[src/hdl/hbkd_pkg.sv]
`default_nettype none
package hbkd_pkg;

    localparam int KEY_SLOTS = 6;
    localparam int MAX_SLOTS = 6;
    localparam int MOD_BITS  = 8;
    localparam logic [7:0] MOD_BASE = 8'hE0;

    // Event positions in generation order: key presses, modifier presses,
    // modifier releases, key releases.
    localparam int EVT_CNT   = 2 * MAX_SLOTS + 2 * MOD_BITS;
    localparam int IDX_W     = $clog2(EVT_CNT);
    localparam int MODP_BASE = MAX_SLOTS;
    localparam int MODR_BASE = MAX_SLOTS + MOD_BITS;
    localparam int KEYR_BASE = MAX_SLOTS + 2 * MOD_BITS;

    typedef logic [7:0] key_t;
    typedef key_t [MAX_SLOTS-1:0] slots_t;

    typedef struct packed {
        logic [7:0] modifier_bits;
        logic [7:0] key_slot_0;
        logic [7:0] key_slot_1;
        logic [7:0] key_slot_2;
        logic [7:0] key_slot_3;
        logic [7:0] key_slot_4;
        logic [7:0] key_slot_5;
    } in_t;

    typedef struct packed {
        logic [7:0] key_code;
        logic       pressed;
        logic       last_event;
    } out_t;

    typedef struct packed {
        logic                 press;
        logic [MAX_SLOTS-1:0] held;
    } lane_res_t;

    // Slots past KEY_SLOTS are not in use and read as empty.
    function automatic slots_t to_slots(in_t rpt);
        slots_t s;
        s[0] = rpt.key_slot_0;
        s[1] = rpt.key_slot_1;
        s[2] = rpt.key_slot_2;
        s[3] = rpt.key_slot_3;
        s[4] = rpt.key_slot_4;
        s[5] = rpt.key_slot_5;
        for (int i = 0; i < MAX_SLOTS; i++)
        begin
            if (i >= KEY_SLOTS)
            begin
                s[i] = '0;
            end
        end
        return s;
    endfunction

endpackage
`default_nettype wire

[src/hdl/hid_boot_report_key_differ_core.sv]
`default_nettype none
// Boot keyboard report differ. A report word is taken only while the block is
// idle; once it is registered, the six slot lanes match it against the stored
// report and the resulting event mask is registered, and from then on one
// event word is emitted per cycle while out_ready allows, lowest event first.
// A report yields 0 to 20 events; the single-word output register lets the
// next report be accepted while the final event still waits. A report equal
// to the stored one, with no key code repeated, produces no words. last_event
// marks the final word of each report.
module hid_boot_report_key_differ_core (
    input  wire              clk,
    input  wire              rst_n,
    input  wire              in_valid,
    output logic             in_ready,
    input  wire hbkd_pkg::in_t  in_data,
    output logic             out_valid,
    input  wire              out_ready,
    output hbkd_pkg::out_t   out_data
);

    localparam logic [1:0] ST_IDLE = 2'd0;
    localparam logic [1:0] ST_CALC = 2'd1;
    localparam logic [1:0] ST_EMIT = 2'd2;

    logic [1:0]                       state_reg, state_next;
    hbkd_pkg::in_t                    report_reg;
    logic [7:0]                       prior_mod_reg;
    hbkd_pkg::slots_t                 prior_keys_reg;
    hbkd_pkg::slots_t                 rel_keys_reg;
    logic [hbkd_pkg::EVT_CNT-1:0]     mask_reg, mask_next;
    logic                             out_valid_reg, out_valid_next;
    hbkd_pkg::out_t                   out_reg, out_next;

    hbkd_pkg::slots_t                                    new_slots;
    hbkd_pkg::lane_res_t [hbkd_pkg::MAX_SLOTS-1:0]       lanes;
    logic [hbkd_pkg::EVT_CNT-1:0]                        calc_mask;
    logic [hbkd_pkg::EVT_CNT-1:0]                        remain;
    logic [hbkd_pkg::IDX_W-1:0]                          idx;
    logic [7:0]                                          code;
    logic                                                load;

    assign new_slots = hbkd_pkg::to_slots(report_reg);

    for (genvar g = 0; g < hbkd_pkg::MAX_SLOTS; g++)
    begin : g_lane
        hbkd_lane u_lane (
            .key   (new_slots[g]),
            .prior (prior_keys_reg),
            .res   (lanes[g])
        );
    end

    hbkd_merge u_merge (
        .lanes     (lanes),
        .new_mod   (report_reg.modifier_bits),
        .prior_mod (prior_mod_reg),
        .prior     (prior_keys_reg),
        .mask      (calc_mask)
    );

    // Lowest pending event and its code.
    always_comb
    begin
        idx  = '0;
        code = '0;
        for (int p = hbkd_pkg::EVT_CNT - 1; p >= 0; p--)
        begin
            if (mask_reg[p])
            begin
                idx = p[hbkd_pkg::IDX_W-1:0];
            end
        end
        for (int i = 0; i < hbkd_pkg::MAX_SLOTS; i++)
        begin
            if (idx == hbkd_pkg::IDX_W'(i))
            begin
                code = new_slots[i];
            end
            if (idx == hbkd_pkg::IDX_W'(hbkd_pkg::KEYR_BASE + i))
            begin
                code = rel_keys_reg[i];
            end
        end
        for (int b = 0; b < hbkd_pkg::MOD_BITS; b++)
        begin
            if (idx == hbkd_pkg::IDX_W'(hbkd_pkg::MODP_BASE + b) ||
                idx == hbkd_pkg::IDX_W'(hbkd_pkg::MODR_BASE + b))
            begin
                code = hbkd_pkg::MOD_BASE + 8'(b);
            end
        end
    end

    assign remain   = mask_reg & (mask_reg - hbkd_pkg::EVT_CNT'(1));
    assign load     = (state_reg == ST_EMIT) && (!out_valid_reg || out_ready);
    assign in_ready = (state_reg == ST_IDLE);

    always_comb
    begin
        state_next     = state_reg;
        mask_next      = mask_reg;
        out_valid_next = out_valid_reg;
        out_next       = out_reg;
        if (out_valid_reg && out_ready)
        begin
            out_valid_next = 1'b0;
        end
        case (state_reg)
            ST_IDLE:
            begin
                if (in_valid)
                begin
                    state_next = ST_CALC;
                end
            end
            ST_CALC:
            begin
                mask_next  = calc_mask;
                state_next = (calc_mask != '0) ? ST_EMIT : ST_IDLE;
            end
            ST_EMIT:
            begin
                if (load)
                begin
                    out_valid_next      = 1'b1;
                    out_next.key_code   = code;
                    out_next.pressed    = (idx < hbkd_pkg::IDX_W'(hbkd_pkg::MODR_BASE));
                    out_next.last_event = (remain == '0);
                    mask_next           = remain;
                    if (remain == '0)
                    begin
                        state_next = ST_IDLE;
                    end
                end
            end
            default:
            begin
                state_next = ST_IDLE;
            end
        endcase
    end

    always_ff @(posedge clk or negedge rst_n)
    begin
        if (!rst_n)
        begin
            state_reg      <= ST_IDLE;
            out_valid_reg  <= 1'b0;
            mask_reg       <= '0;
            prior_mod_reg  <= '0;
            prior_keys_reg <= '0;
        end
        else
        begin
            state_reg     <= state_next;
            out_valid_reg <= out_valid_next;
            mask_reg      <= mask_next;
            if (state_reg == ST_CALC)
            begin
                prior_mod_reg  <= report_reg.modifier_bits;
                prior_keys_reg <= new_slots;
            end
        end
    end

    always_ff @(posedge clk)
    begin
        out_reg <= out_next;
        if (in_valid && in_ready)
        begin
            report_reg <= in_data;
        end
        if (state_reg == ST_CALC)
        begin
            rel_keys_reg <= prior_keys_reg;
        end
    end

    assign out_valid = out_valid_reg;
    assign out_data  = out_reg;

    // The emit state is only entered with events pending.
    a_emit_pending: assert property (@(posedge clk) disable iff (!rst_n)
        (state_reg == ST_EMIT) |-> (mask_reg != '0))
        else $error("emit state with empty event mask");

    // A report never yields more than twenty events.
    a_event_bound: assert property (@(posedge clk) disable iff (!rst_n)
        (state_reg == ST_EMIT) |-> ($countones(mask_reg) <= 20))
        else $error("event count above limit");

    // Loading the final event of a report returns the block to idle.
    a_last_idle: assert property (@(posedge clk) disable iff (!rst_n)
        (load && remain == '0) |=> (state_reg == ST_IDLE && out_data.last_event))
        else $error("final event did not end the report");

    // Lane 0 claims at most one previous slot; the other lanes are not checked here.
    a_lane_onehot: assert property (@(posedge clk) disable iff (!rst_n)
        (state_reg == ST_CALC) |-> $onehot0(lanes[0].held))
        else $error("lane matched more than one previous slot");

endmodule
`default_nettype wire

[src/hdl/hbkd_lane.sv]
`default_nettype none
// One new key slot matched against all previous slots.
module hbkd_lane (
    input  wire hbkd_pkg::key_t    key,
    input  wire hbkd_pkg::slots_t  prior,
    output hbkd_pkg::lane_res_t    res
);

    logic found;

    always_comb
    begin
        found     = 1'b0;
        res.held  = '0;
        for (int j = 0; j < hbkd_pkg::MAX_SLOTS; j++)
        begin
            if (!found && key != '0 && prior[j] == key)
            begin
                found       = 1'b1;
                res.held[j] = 1'b1;
            end
        end
        res.press = (key != '0) && !found;
    end

endmodule
`default_nettype wire

[src/hdl/hbkd_merge.sv]
`default_nettype none
// Combines the lane results and the modifier compare into one event mask.
module hbkd_merge (
    input  wire hbkd_pkg::lane_res_t [hbkd_pkg::MAX_SLOTS-1:0] lanes,
    input  wire logic [7:0]                                    new_mod,
    input  wire logic [7:0]                                    prior_mod,
    input  wire hbkd_pkg::slots_t                              prior,
    output logic [hbkd_pkg::EVT_CNT-1:0]                       mask
);

    logic [hbkd_pkg::MAX_SLOTS-1:0] held_any;

    always_comb
    begin
        held_any = '0;
        mask     = '0;
        for (int i = 0; i < hbkd_pkg::MAX_SLOTS; i++)
        begin
            held_any = held_any | lanes[i].held;
            mask[i]  = lanes[i].press;
        end
        for (int b = 0; b < hbkd_pkg::MOD_BITS; b++)
        begin
            mask[hbkd_pkg::MODP_BASE + b] = new_mod[b] && !prior_mod[b];
            mask[hbkd_pkg::MODR_BASE + b] = !new_mod[b] && prior_mod[b];
        end
        for (int i = 0; i < hbkd_pkg::MAX_SLOTS; i++)
        begin
            mask[hbkd_pkg::KEYR_BASE + i] = !held_any[i] && (prior[i] != '0);
        end
    end

endmodule
`default_nettype wire
[config.mk]
export PLATFORM = sky130hd
export DESIGN_NAME = hid_boot_report_key_differ_core
export DESIGN_NICKNAME = d
export VERILOG_FILES = /design/src/hdl/hbkd_pkg.sv /design/src/hdl/hid_boot_report_key_differ_core.sv /design/src/hdl/hbkd_lane.sv /design/src/hdl/hbkd_merge.sv
export SDC_FILE = /design/constraint.sdc
export NUM_CORES = 1
export LEC_CHECK = 0
export BUFFER_PORTS_ARGS = -buffer_cell sky130_fd_sc_hd__buf_4
export CORE_MARGIN = 4
export CORE_UTILIZATION = 47
export DETAILED_ROUTE_END_ITERATION = 7
export PLACE_DENSITY_LB_ADDON = 0.05
export SLEW_MARGIN = 5
export SYNTH_ARGS = -nofsm -noshare
export SYNTH_HDL_FRONTEND = slang
export SYNTH_HIERARCHICAL = 1
export SYNTH_SLANG_ARGS = --single-unit
[constraint.sdc]
create_clock -name clk -period 3.2 [get_ports clk]
set_input_delay 0.64 -clock clk [delete_from_list [all_inputs] [get_ports clk]]
set_output_delay 0.64 -clock clk [all_outputs]
set_load 0.01 [all_outputs]
# Word level (Yosys, flattened, before mapping)
# Index checks and enable logic that the tools add are counted.
[totals]
reg_bits = 201
inputBits = 60
out_inout_bits = 12
word_cells = 416
[classes]
addsub = 1
order_cmp = 1
eq_ne = 68
mux = 123
n_bitwise = 6
reduce_logical = 188
[op_table]
columns = ["operator", "count"]
rows = [
  ["equality test 8 bit", 36],
  ["2-to-1 mux 5 bit", 28],
  ["logical AND 1 bit", 97],
  ["2-to-1 mux 8 bit", 12],
  ["nonzero test 8 bit", 12],
  ["2-to-1 mux 1 bit", 70],
  ["equality test 5 bit, second input constant", 12],
  ["logical NOT 1 bit", 59],
  ["one-hot mux 28 bit (2 select lines)", 1],
  ["equality test 5 x 4 -> 1 bit, second input constant", 8],
  ["OR 6 bit", 5],
  ["bitwise AND 28 bit", 1],
  ["logical NOT 28 bit", 1],
  ["2-to-1 mux 28 bit", 1],
  ["nonzero test 28 bit", 1],
  ["subtractor 28 x 1 -> 28 bit, second input constant", 1],
  ["equality test 5 x 3 -> 1 bit, second input constant", 4],
  ["2-to-1 mux 2 bit", 6],
  ["2-to-1 mux 3 bit", 4],
  ["equality test 5 x 2 -> 1 bit, second input constant", 2],
  ["logical OR 1 bit", 9],
  ["OR reduction 8 bit", 1],
  ["one-hot mux 2 bit (3 select lines)", 1],
  ["equality test 5 x 1 -> 1 bit, second input constant", 1],
  ["other kinds (12)", 14],
]

# Logic depth before layout (Yosys ltp)
# Gate-level depths: netlist of run 1.
[depth]
depth_word = 48
mapped_depth = 13
ltp_nobuf = 12

# By module
# Netlist of run 1, hierarchy kept.
[modules_own_cells]
columns = ["mod", "n_inst", "cells_per_inst", "area_per_inst_um2", "seq_area_each_um2"]
rows = [
  ["hid_boot_report_key_differ_core", 1, 812, 8888.5, 5600.4],
  ["hbkd_lane", 6, 86, 699.4, 0.0],
  ["hbkd_merge", 1, 52, 400.4, 0.0],
]

# Worst setup path before layout of run 1
# OpenSTA, ideal clock, no wires.
[synth_path]
kind = "register to register"
startpoint = "reg mask_reg[11] (netlist name)"
endpoint = "reg state_reg[1]"
setup_ns = 0.123
t_arrival_ns = 2.846
required_time_ns = 3.077
path_slack_ns = 0.231
stages_incl_launch_ff = 11
path_buffers = 3
period_less_slack_ns = 2.969
path_cell_list = "dfrtp_1 buf_6 or4_1 buf_2 or4_4 buf_6 or3_4 maj3_2 a211oi_2 and3_4 o21ai_2"
[synth_via]
elab_chain_cells = 5
[synth_lines]
columns = ["item", "line_no", "source"]
rows = [
  ["start: declaration", "hid_boot_report_key_differ_core.sv:30", "logic [hbkd_pkg::EVT_CNT-1:0] mask_reg, mask_next;"],
  ["start signal: assignment", "hid_boot_report_key_differ_core.sv:157", "mask_reg <= mask_next;"],
  ["subtractor 28 x 1 -> 28 bit", "hid_boot_report_key_differ_core.sv:94", "assign remain = mask_reg & (mask_reg - hbkd_pkg::EVT_CNT'(1));"],
  ["bitwise AND 28 bit *", "hid_boot_report_key_differ_core.sv:94", ""],
  ["logical NOT 28 bit *", "hid_boot_report_key_differ_core.sv:130", "if (remain == '0)"],
  ["inequality test 2 x 1 -> 1 bit (no source line) *", "--", ""],
  ["AND reduction 3 bit (no source line) *", "--", ""],
  ["end signal: assignment", "hid_boot_report_key_differ_core.sv:155", "state_reg <= state_next;"],
  ["end: declaration", "hid_boot_report_key_differ_core.sv:25", "logic [1:0] state_reg, state_next;"],
]
# Mark *: on every way between the ends. The rest lies on a longest branch, timed or not.
# A chain may end at the register's enable or synchronous reset.

==> results of run 1 <==
## worst max-delay path by stage
stage,end,slack [ns],cells past startpoint
after floorplan,state_reg[1],0.23,10
after global routing,out_data[6],-0.04,9
after CTS,state_reg[1],0.01,13
final,state_reg[1],0.01,13
after detailed placement,state_reg[1],-0.22,12
after global placement,state_reg[1],-0.20,12
## timing repair
item                                   4_1_cts  5_1_grt
pin swaps                                    0       12
setup endpoints to repair                    1        6
resized for setup                            9       61
endpoints found under the hold margin        0        0
buffers inserted                            17       33
## layer usage
metal  vias to the layer above  share of wire, %
li1                       5444                 -
met1                      5947                43
met2                       720                42
met3                       114                11
met4                         0               3.5
met5                         -                 0
## report_power, final
group | internal, W | switching, W | total [W] | leakage [nW]
combinational | 0.00443 | 0.00526 | 0.00969 | 4.54
clock | 0.00143 | 0.00110 | 0.00253 | 0.347
sequential | 0.00376 | 0.00173 | 0.00549 | 2.14
total | 0.00962 | 0.00809 | 0.0177 | 7.03
## worst max-delay path: cells and delay by family (launching register included)
kind / cells / cell delay [ns]
AND/OR/NAND/NOR: 7 / 1.47
XOR/XNOR: 1 / 0.25
buffers and inverters: 1 / 0.15
flip-flops: 1 / 0.74
AO/OA/AOI/OAI: 4 / 0.46
## cells in the mapped netlist (all sizes together) (7+ instances only)
cell | instances | share of area, %
nand4b | 7 | 0.73
nand4 | 31 | 1.5
or4 | 16 | 1.1
nor3 | 37 | 1.4
dfrtp | 87 | 16
xor2 | 192 | 12
xnor2 | 96 | 6.2
nand3 | 30 | 1.1
and2 | 11 | 0.51
a31oi | 7 | 0.32
o21ai | 37 | 1.4
nand2 | 226 | 6.4
or2 | 9 | 0.42
buf | 63 | 3.7
nor2 | 72 | 2.0
and3 | 9 | 0.45
a21oi | 21 | 0.78
nor2b | 22 | 1.0
o211ai | 9 | 0.50
nor4 | 99 | 6.3
clkbuf | 34 | 0.95
a211oi | 11 | 0.87
nor3b | 12 | 0.67
a22o | 19 | 1.2
edfxtp | 114 | 25
inv | 17 | 0.47
## area by class of cell
| cell class | count | area [um2] | area share (%) |
|---|---|---|---|
| Clock buffer | 32 | 651.9 | 3.840 |
| Clock inverter | 12 | 67.56 | 0.3980 |
| Inverter | 17 | 66.31 | 0.3907 |
| Multi-Input combinational cell | 1065 | 7502 | 44.20 |
| Sequential cell | 201 | 5618 | 33.10 |
| Tap cell | 378 | 473.0 | 2.786 |
| Timing Repair Buffer | 332 | 2596 | 15.29 |
## per-stage QoR
| step | area, um2 | worst slack [ns] | power (W) | cells |
|---|---|---|---|---|
| 3_5_place_dp | 15520 | -0.2152 | 0.01442 | 1943 |
| 2_1_floorplan | 13490 | 0.2313 | 0.01020 | 1380 |
| 6_report | 16980 | 0.01414 | 0.01771 | 2037 |
| 5_1_grt | 16980 | -0.04276 | 0.01862 | 2037 |
| 3_3_place_gp | 15520 | -0.2010 | 0.01436 | 1943 |
| 4_1_cts | 16410 | 0.009643 | 0.01708 | 2004 |
## cell families after synthesis
group,after synthesis
buffers and inverters,114
and+or+nand+nor,596
adders and majority gates,2
muxes,7
AOI/OAI and AO/OA,172
DFF,201
xor gates and xnor gates,288
==> impl_metrics.py, run 1 <==
metrics = {
    "sta": {
        "slew_violations": 0,
        "finClkSkew_ns": 0.03167,
        "relSlewSlack_pct": 35.94,
        "finalHoldViolCount": 0,
        "fin_tns_setup_ns": 0,
        "timing.fmax_mhz": 313.9,
        "hold_slack_ns": 0.09417,
        "timing.final.crit_share_pct": 99.56,
        "setup_viol": 0,
        "final.min_clock_period_ns": 3.186,
        "worst-slew-pin-transition_ns": 0.9598,
        "rsz0062_at_grt": "yes",
    },
    "global_route": {
        "use_met1_pct": 48.77,
        "gr-usage-all-layers_pct": 33.15,
        "grt_overflow": 0,
        "use_met2_pct": 49.49,
        "grtUsageMet3_pct": 6.519,
        "gr-max-usage-layer": "met2",
        "grt_pass1_vias": 11710,
        "antenna_found_initial": 0,
        "grt_max_degree": 48,
        "grt_first_pass_wirelength_um": 77250,
    },
    "yosys": {
        "synth_seq_cells": 201,
        "synthArstFlopShare_pct": 43.28,
        "synth_xor_xnor_area_share_pct": 18.70,
        "synthMuxAreaShare_pct": 0.5381,
        "synth-simple-area-share_pct": 24.48,
        "synth_compound_gate_area_share_pct": 9.427,
        "syn_nets": 1440,
        "avgSynthCellArea_um2": 9.772,
        "synth_area_um2": 13490,
        "synth_top_family_by_area": "simple AND/OR/NAND/NOR gates",
        "yosysWarnings": 6,
        "synthCells": 1380,
        "synthFlopType": "edfxtp_1",
        "synth-edff-count": 114,
        "yosysSeqAreaShare_pct": 41.53,
        "synth_cell_types": 78,
        "synth-adder-area-share_pct": 0.1577,
    },
    "worst_setup_path": {
        "rr_worst_depth": 13,
        "crit_start": "prior_keys_reg[25]",
        "cp_cell_sequence": "xor2_1, nor4_2, buf_4, nand2_1, nand2_1, nor4_2, or4_4, a211oi_4, nor4_2, and4_1, a41oi_2, a21oi_2, o21ai_2",
        "cp_slowest_cell": "dfrtp_1",
        "max_stage_delay_ns": 0.74,
        "r2r-end": "state_reg[1]",
        "rrSetupSlack_ns": 0.01,
        "cp.arrival_ns": 3.61,
        "crit_top_cell": "nor4_2",
        "critPathKind": "register to register",
        "setup.worst_path.end_class": "register",
        "cp-start-kind": "register",
        "critPathMaxFanout": 7,
        "required_ns": 3.62,
        "rr_startpoint": "prior_keys_reg[25]",
    },
    "flow_run": {
        "drv_cap": 0,
    },
    "routing": {
        "drc": 0,
        "wl_per_cell_um": 26.07,
        "antenna_left": 0,
        "vias": 12230,
        "totalWireLength_um": 53110,
        "drtIter0Drc": 1428,
        "dr.pass1.iters": 5,
        "vias_per_cell": 6.001,
    },
    "layout": {
        "fill_cells": 2443,
        "drive_gt1_share_pct": 29.54,
        "final_util_pct": 60.60,
        "mostFrequentLayoutCell": "buf_4",
        "final_nets": 1701,
        "n_antenna_cell": 0,
        "final_cell_mix": "buf_4 (323), nand2_1 (220), xor2_1 (192)",
        "areaGrowthSynthToFinish_pct": 25.88,
    },
    "placed_design": {
        "finalWeightedCongestion": 1.010,
        "port_buffers": 71,
        "place_hpwl_um": 38700,
    },
    "outcome": {
        "status": "finished clean",
    },
    "power": {
        "power_density_nw_per_um2": 1043,
        "ir_drop_uv": 549.1,
        "leakagePower_nw": 7.030,
    },
    "clocking": {
        "clk_pin_slew_ns": 0.06,
        "clk_latency_ns": 0.54,
        "cts_sinks": 201,
        "clockBufferDepth": 3,
        "cts_max_level": 1,
        "cts_tree": "yes",
        "cts_root_buf": "clkbuf_16",
        "numCtsBuffers": 24,
        "postCtsHoldBufs": 0,
    },
    "floorplan": {
        "fp.dieArea_um2": 31470,
        "ios": 72,
        "coreArea_um2": 28010,
        "die_width_um": 177.4,
        "rows": 61,
        "start_util_pct": 48.14,
        "die_h_um": 177.4,
    },
    "worst_hold_path": {
        "min_path_type": "input pin to asynchronous set/reset pin",
    },
}
(Power assumes the default switching activity.)
==> inputs of run 2 (changes only) <==
Settings changed: SYNTH_HIERARCHICAL 1 to unset.
==> run 2 against run 1 <==
  * Register-to-register slack gained 0.12 ns
  * Fmax up 4.1%
  * Synthesized area decreased by 1.2%
  * Core utilization fell by 3.1 points
  * Clock power up 12%
  * Combinational power decreased by 13%
  * First-iteration DRC count is 5.6% lower
  * Clock skew shrank 0.023 ns
  * Flip-flop and latch count stayed put
  * Clock-buffer cell count is the same
  * Largest power group unchanged
==> impl_metrics.py, run 2 <==
metrics = {
    "outcome": {
        "status": "finished clean",
    },
    "floorplan": {
        "fp.dieArea_um2": 31090,
        "start_util_pct": 47.81,
        "ios": 72,
        "die_width_um": 176.3,
        "rows": 61,
        "coreArea_um2": 27860,
        "die_h_um": 176.3,
    },
    "yosys": {
        "synthCells": 1436,
        "yosysSeqAreaShare_pct": 42.05,
        "synth.most_common_cell": "nand2_1",
        "synth_seq_cells": 201,
        "synth-edff-count": 114,
        "yosys.area.top_type_share_pct": 25.70,
        "yosysWarnings": 0,
        "synth_area_um2": 13320,
        "synth_common_cells": "nand2_1 (212), xor2_1 (184), edfxtp_1 (114)",
        "synth_area_leaders": "edfxtp_1 (26%), dfrtp_1 (16%), xor2_1 (12%)",
        "synth_top_area_cell": "edfxtp_1",
        "syn_nets": 1496,
        "synthArstFlopShare_pct": 43.28,
        "synth_cell_types": 86,
        "synthFlopType": "edfxtp_1",
        "avgSynthCellArea_um2": 9.274,
    },
    "flow_run": {
        "drv_cap": 0,
    },
    "sta": {
        "finClkSkew_ns": 0.008848,
        "rsz0062_at_grt": "no",
        "hold_slack_ns": 0.04957,
        "slew_violations": 0,
        "timing.final.crit_share_pct": 95.67,
        "final.min_clock_period_ns": 3.061,
        "relSlewSlack_pct": 54.58,
        "fin_ws_ns": 0.1385,
        "worst-slew-pin-transition_ns": 0.6813,
        "finalHoldViolCount": 0,
        "setup_viol": 0,
        "timing.fmax_mhz": 326.6,
    },
    "global_route": {
        "grt_overflow": 0,
        "grt_pass1_vias": 11410,
        "gr-usage-all-layers_pct": 31.66,
        "grt_max_degree": 99,
        "antenna_found_initial": 1,
        "grt_first_pass_wirelength_um": 74130,
    },
    "worst_setup_path": {
        "crit_start": "mask_reg[15]",
        "cp-start-kind": "register",
        "r2r-end": "out_data[9]",
        "rr_startpoint": "mask_reg[15]",
        "required_ns": 3.53,
        "setup.worst_path.end_class": "register",
        "rrSetupSlack_ns": 0.14,
        "cp.arrival_ns": 3.39,
        "rr_worst_depth": 11,
        "critPathKind": "register to register",
        "critPathMaxFanout": 8,
        "endpoint": "out_data[9]",
    },
    "layout": {
        "final_cell_mix": "buf_4 (237), nand2_1 (212), xor2_1 (184)",
        "fill_cells": 2470,
        "areaGrowthSynthToFinish_pct": 20.19,
        "final_nets": 1619,
        "post_layout_nonfiller_instances": 1955,
        "mostFrequentLayoutCell": "buf_4",
        "n_antenna_cell": 0,
        "drive_gt1_share_pct": 21.12,
    },
    "clocking": {
        "clk_pin_slew_ns": 0.05,
        "clockBufferDepth": 3,
        "clk_latency_ns": 0.54,
        "cts_max_level": 1,
        "cts_sinks": 201,
        "cts_root_buf": "clkbuf_16",
        "numCtsBuffers": 24,
        "cts_tree": "yes",
    },
    "routing": {
        "antenna_left": 0,
        "totalWireLength_um": 49900,
        "drc": 0,
        "vias": 11950,
        "wl_per_cell_um": 25.52,
        "drtIter0Drc": 1348,
        "dr.pass1.iters": 5,
        "vias_per_cell": 6.115,
    },
    "placed_design": {
        "port_buffers": 71,
        "place_hpwl_um": 37360,
        "preCtsSetupSlack_ns": -0.02644,
        "dp_cells": 1908,
        "finalWeightedCongestion": 0.9626,
    },
    "power": {
        "power_density_nw_per_um2": 959.7,
        "leakagePower_nw": 6.921,
        "ir_drop_uv": 616.4,
    },
    "worst_hold_path": {
        "min_path_type": "input pin to asynchronous set/reset pin",
    },
}
-- run 2: changes by cell type after synthesis, sizes merged, moves of 10 or more --
cell	previous run	this run
nand3	30	19
o21ai	37	71
nor2b	22	6
nor3	37	18
nor4	99	81
a21oi	21	38
buf	63	36
nand2b	6	19
nand2	226	213
a22o	19	5
xnor2	96	106
clkbuf	34	108
-- run 2: final cells by class --
| class | count | area, um2 | area share (%) |
|---|---|---|---|
| timing repair buffer | 241 | 1859 | 11.62 |
| inverter | 20 | 77.57 | 0.4846 |
| clock inverter | 12 | 162.7 | 1.016 |
| multi-input combinational | 1071 | 7151 | 44.67 |
| clock buffer | 32 | 681.9 | 4.260 |
| sequential | 201 | 5602 | 35.00 |
| tap | 378 | 473.0 | 2.955 |
-- run 2: worst min-delay path by stage --
stage                        start               end  cells after the start
global route                 rst_n  prior_mod_reg[4]                      1
finish                       rst_n  prior_mod_reg[4]                      1
CTS                          rst_n  prior_mod_reg[4]                      1
detailed placement  report_reg[53]  prior_mod_reg[5]                      2
floorplan                    rst_n       mask_reg[0]                      0
global placement    report_reg[52]  prior_mod_reg[4]                      2
-- run 2: cell families (layout without fill, tap and decap cells) --
logic type	after synthesis	count (layout)	synth area share (%)
AOI/OAI and AO/OA	240	240	12.48
DFF	201	201	42.05
and+or+nand+nor	535	535	21.05
muxes	4	4	0.3194
adders and majority gates	2	2	0.1597
xor gates and xnor gates	290	290	19.07
buffers and inverters	164	305	4.867
-- run 2: critical path: stages, from the launching register on --
cell and delay, ns:
dfrtp_2 0.47, or4_1 0.61, nor4_4 0.35, buf_4 0.17, nand2_2 0.09, nor2_2 0.13
and3_1 0.22, buf_4 0.17, a22o_1 0.17, nor4_2 0.07, buf_4 0.14, o311ai_1 0.28
-- run 2: report_power, final --
part	internal, W	switching, W
logic	0.00363	0.00479
clock network	0.00175	0.00109
registers	0.00336	0.000742
-- run 2: metal layers --
metal / up-vias / wire length (um) / global-route usage (%)
li1: 5354 / - / -
met1: 5805 / 21810 / 46.69
met2: 677 / 20900 / 45.57
met3: 118 / 5050 / 7.088
met4: 0 / 2142 / 11.99
met5: - / 0 / 0
-- run 2: stage by stage --
step	total power (W)	TNS, ns	cell area (um2)	utilization [%]
6_report	0.01536	0	16010	57.46
5_1_grt	0.01619	0	16010	57.46
4_1_cts	0.01502	0	15910	57.10
3_5_place_dp	0.01213	-0.02644	15060	54.06
3_3_place_gp	0.01209	0	15060	54.06
2_1_floorplan	0.008741	0	13320	-
-- run 2: repair_timing --
action	in CTS	in global routing
endpoints found under the setup margin	1	9
pin swaps	0	3
hold buffers	0	0
resized for setup	1	18
setup buffers	0	3
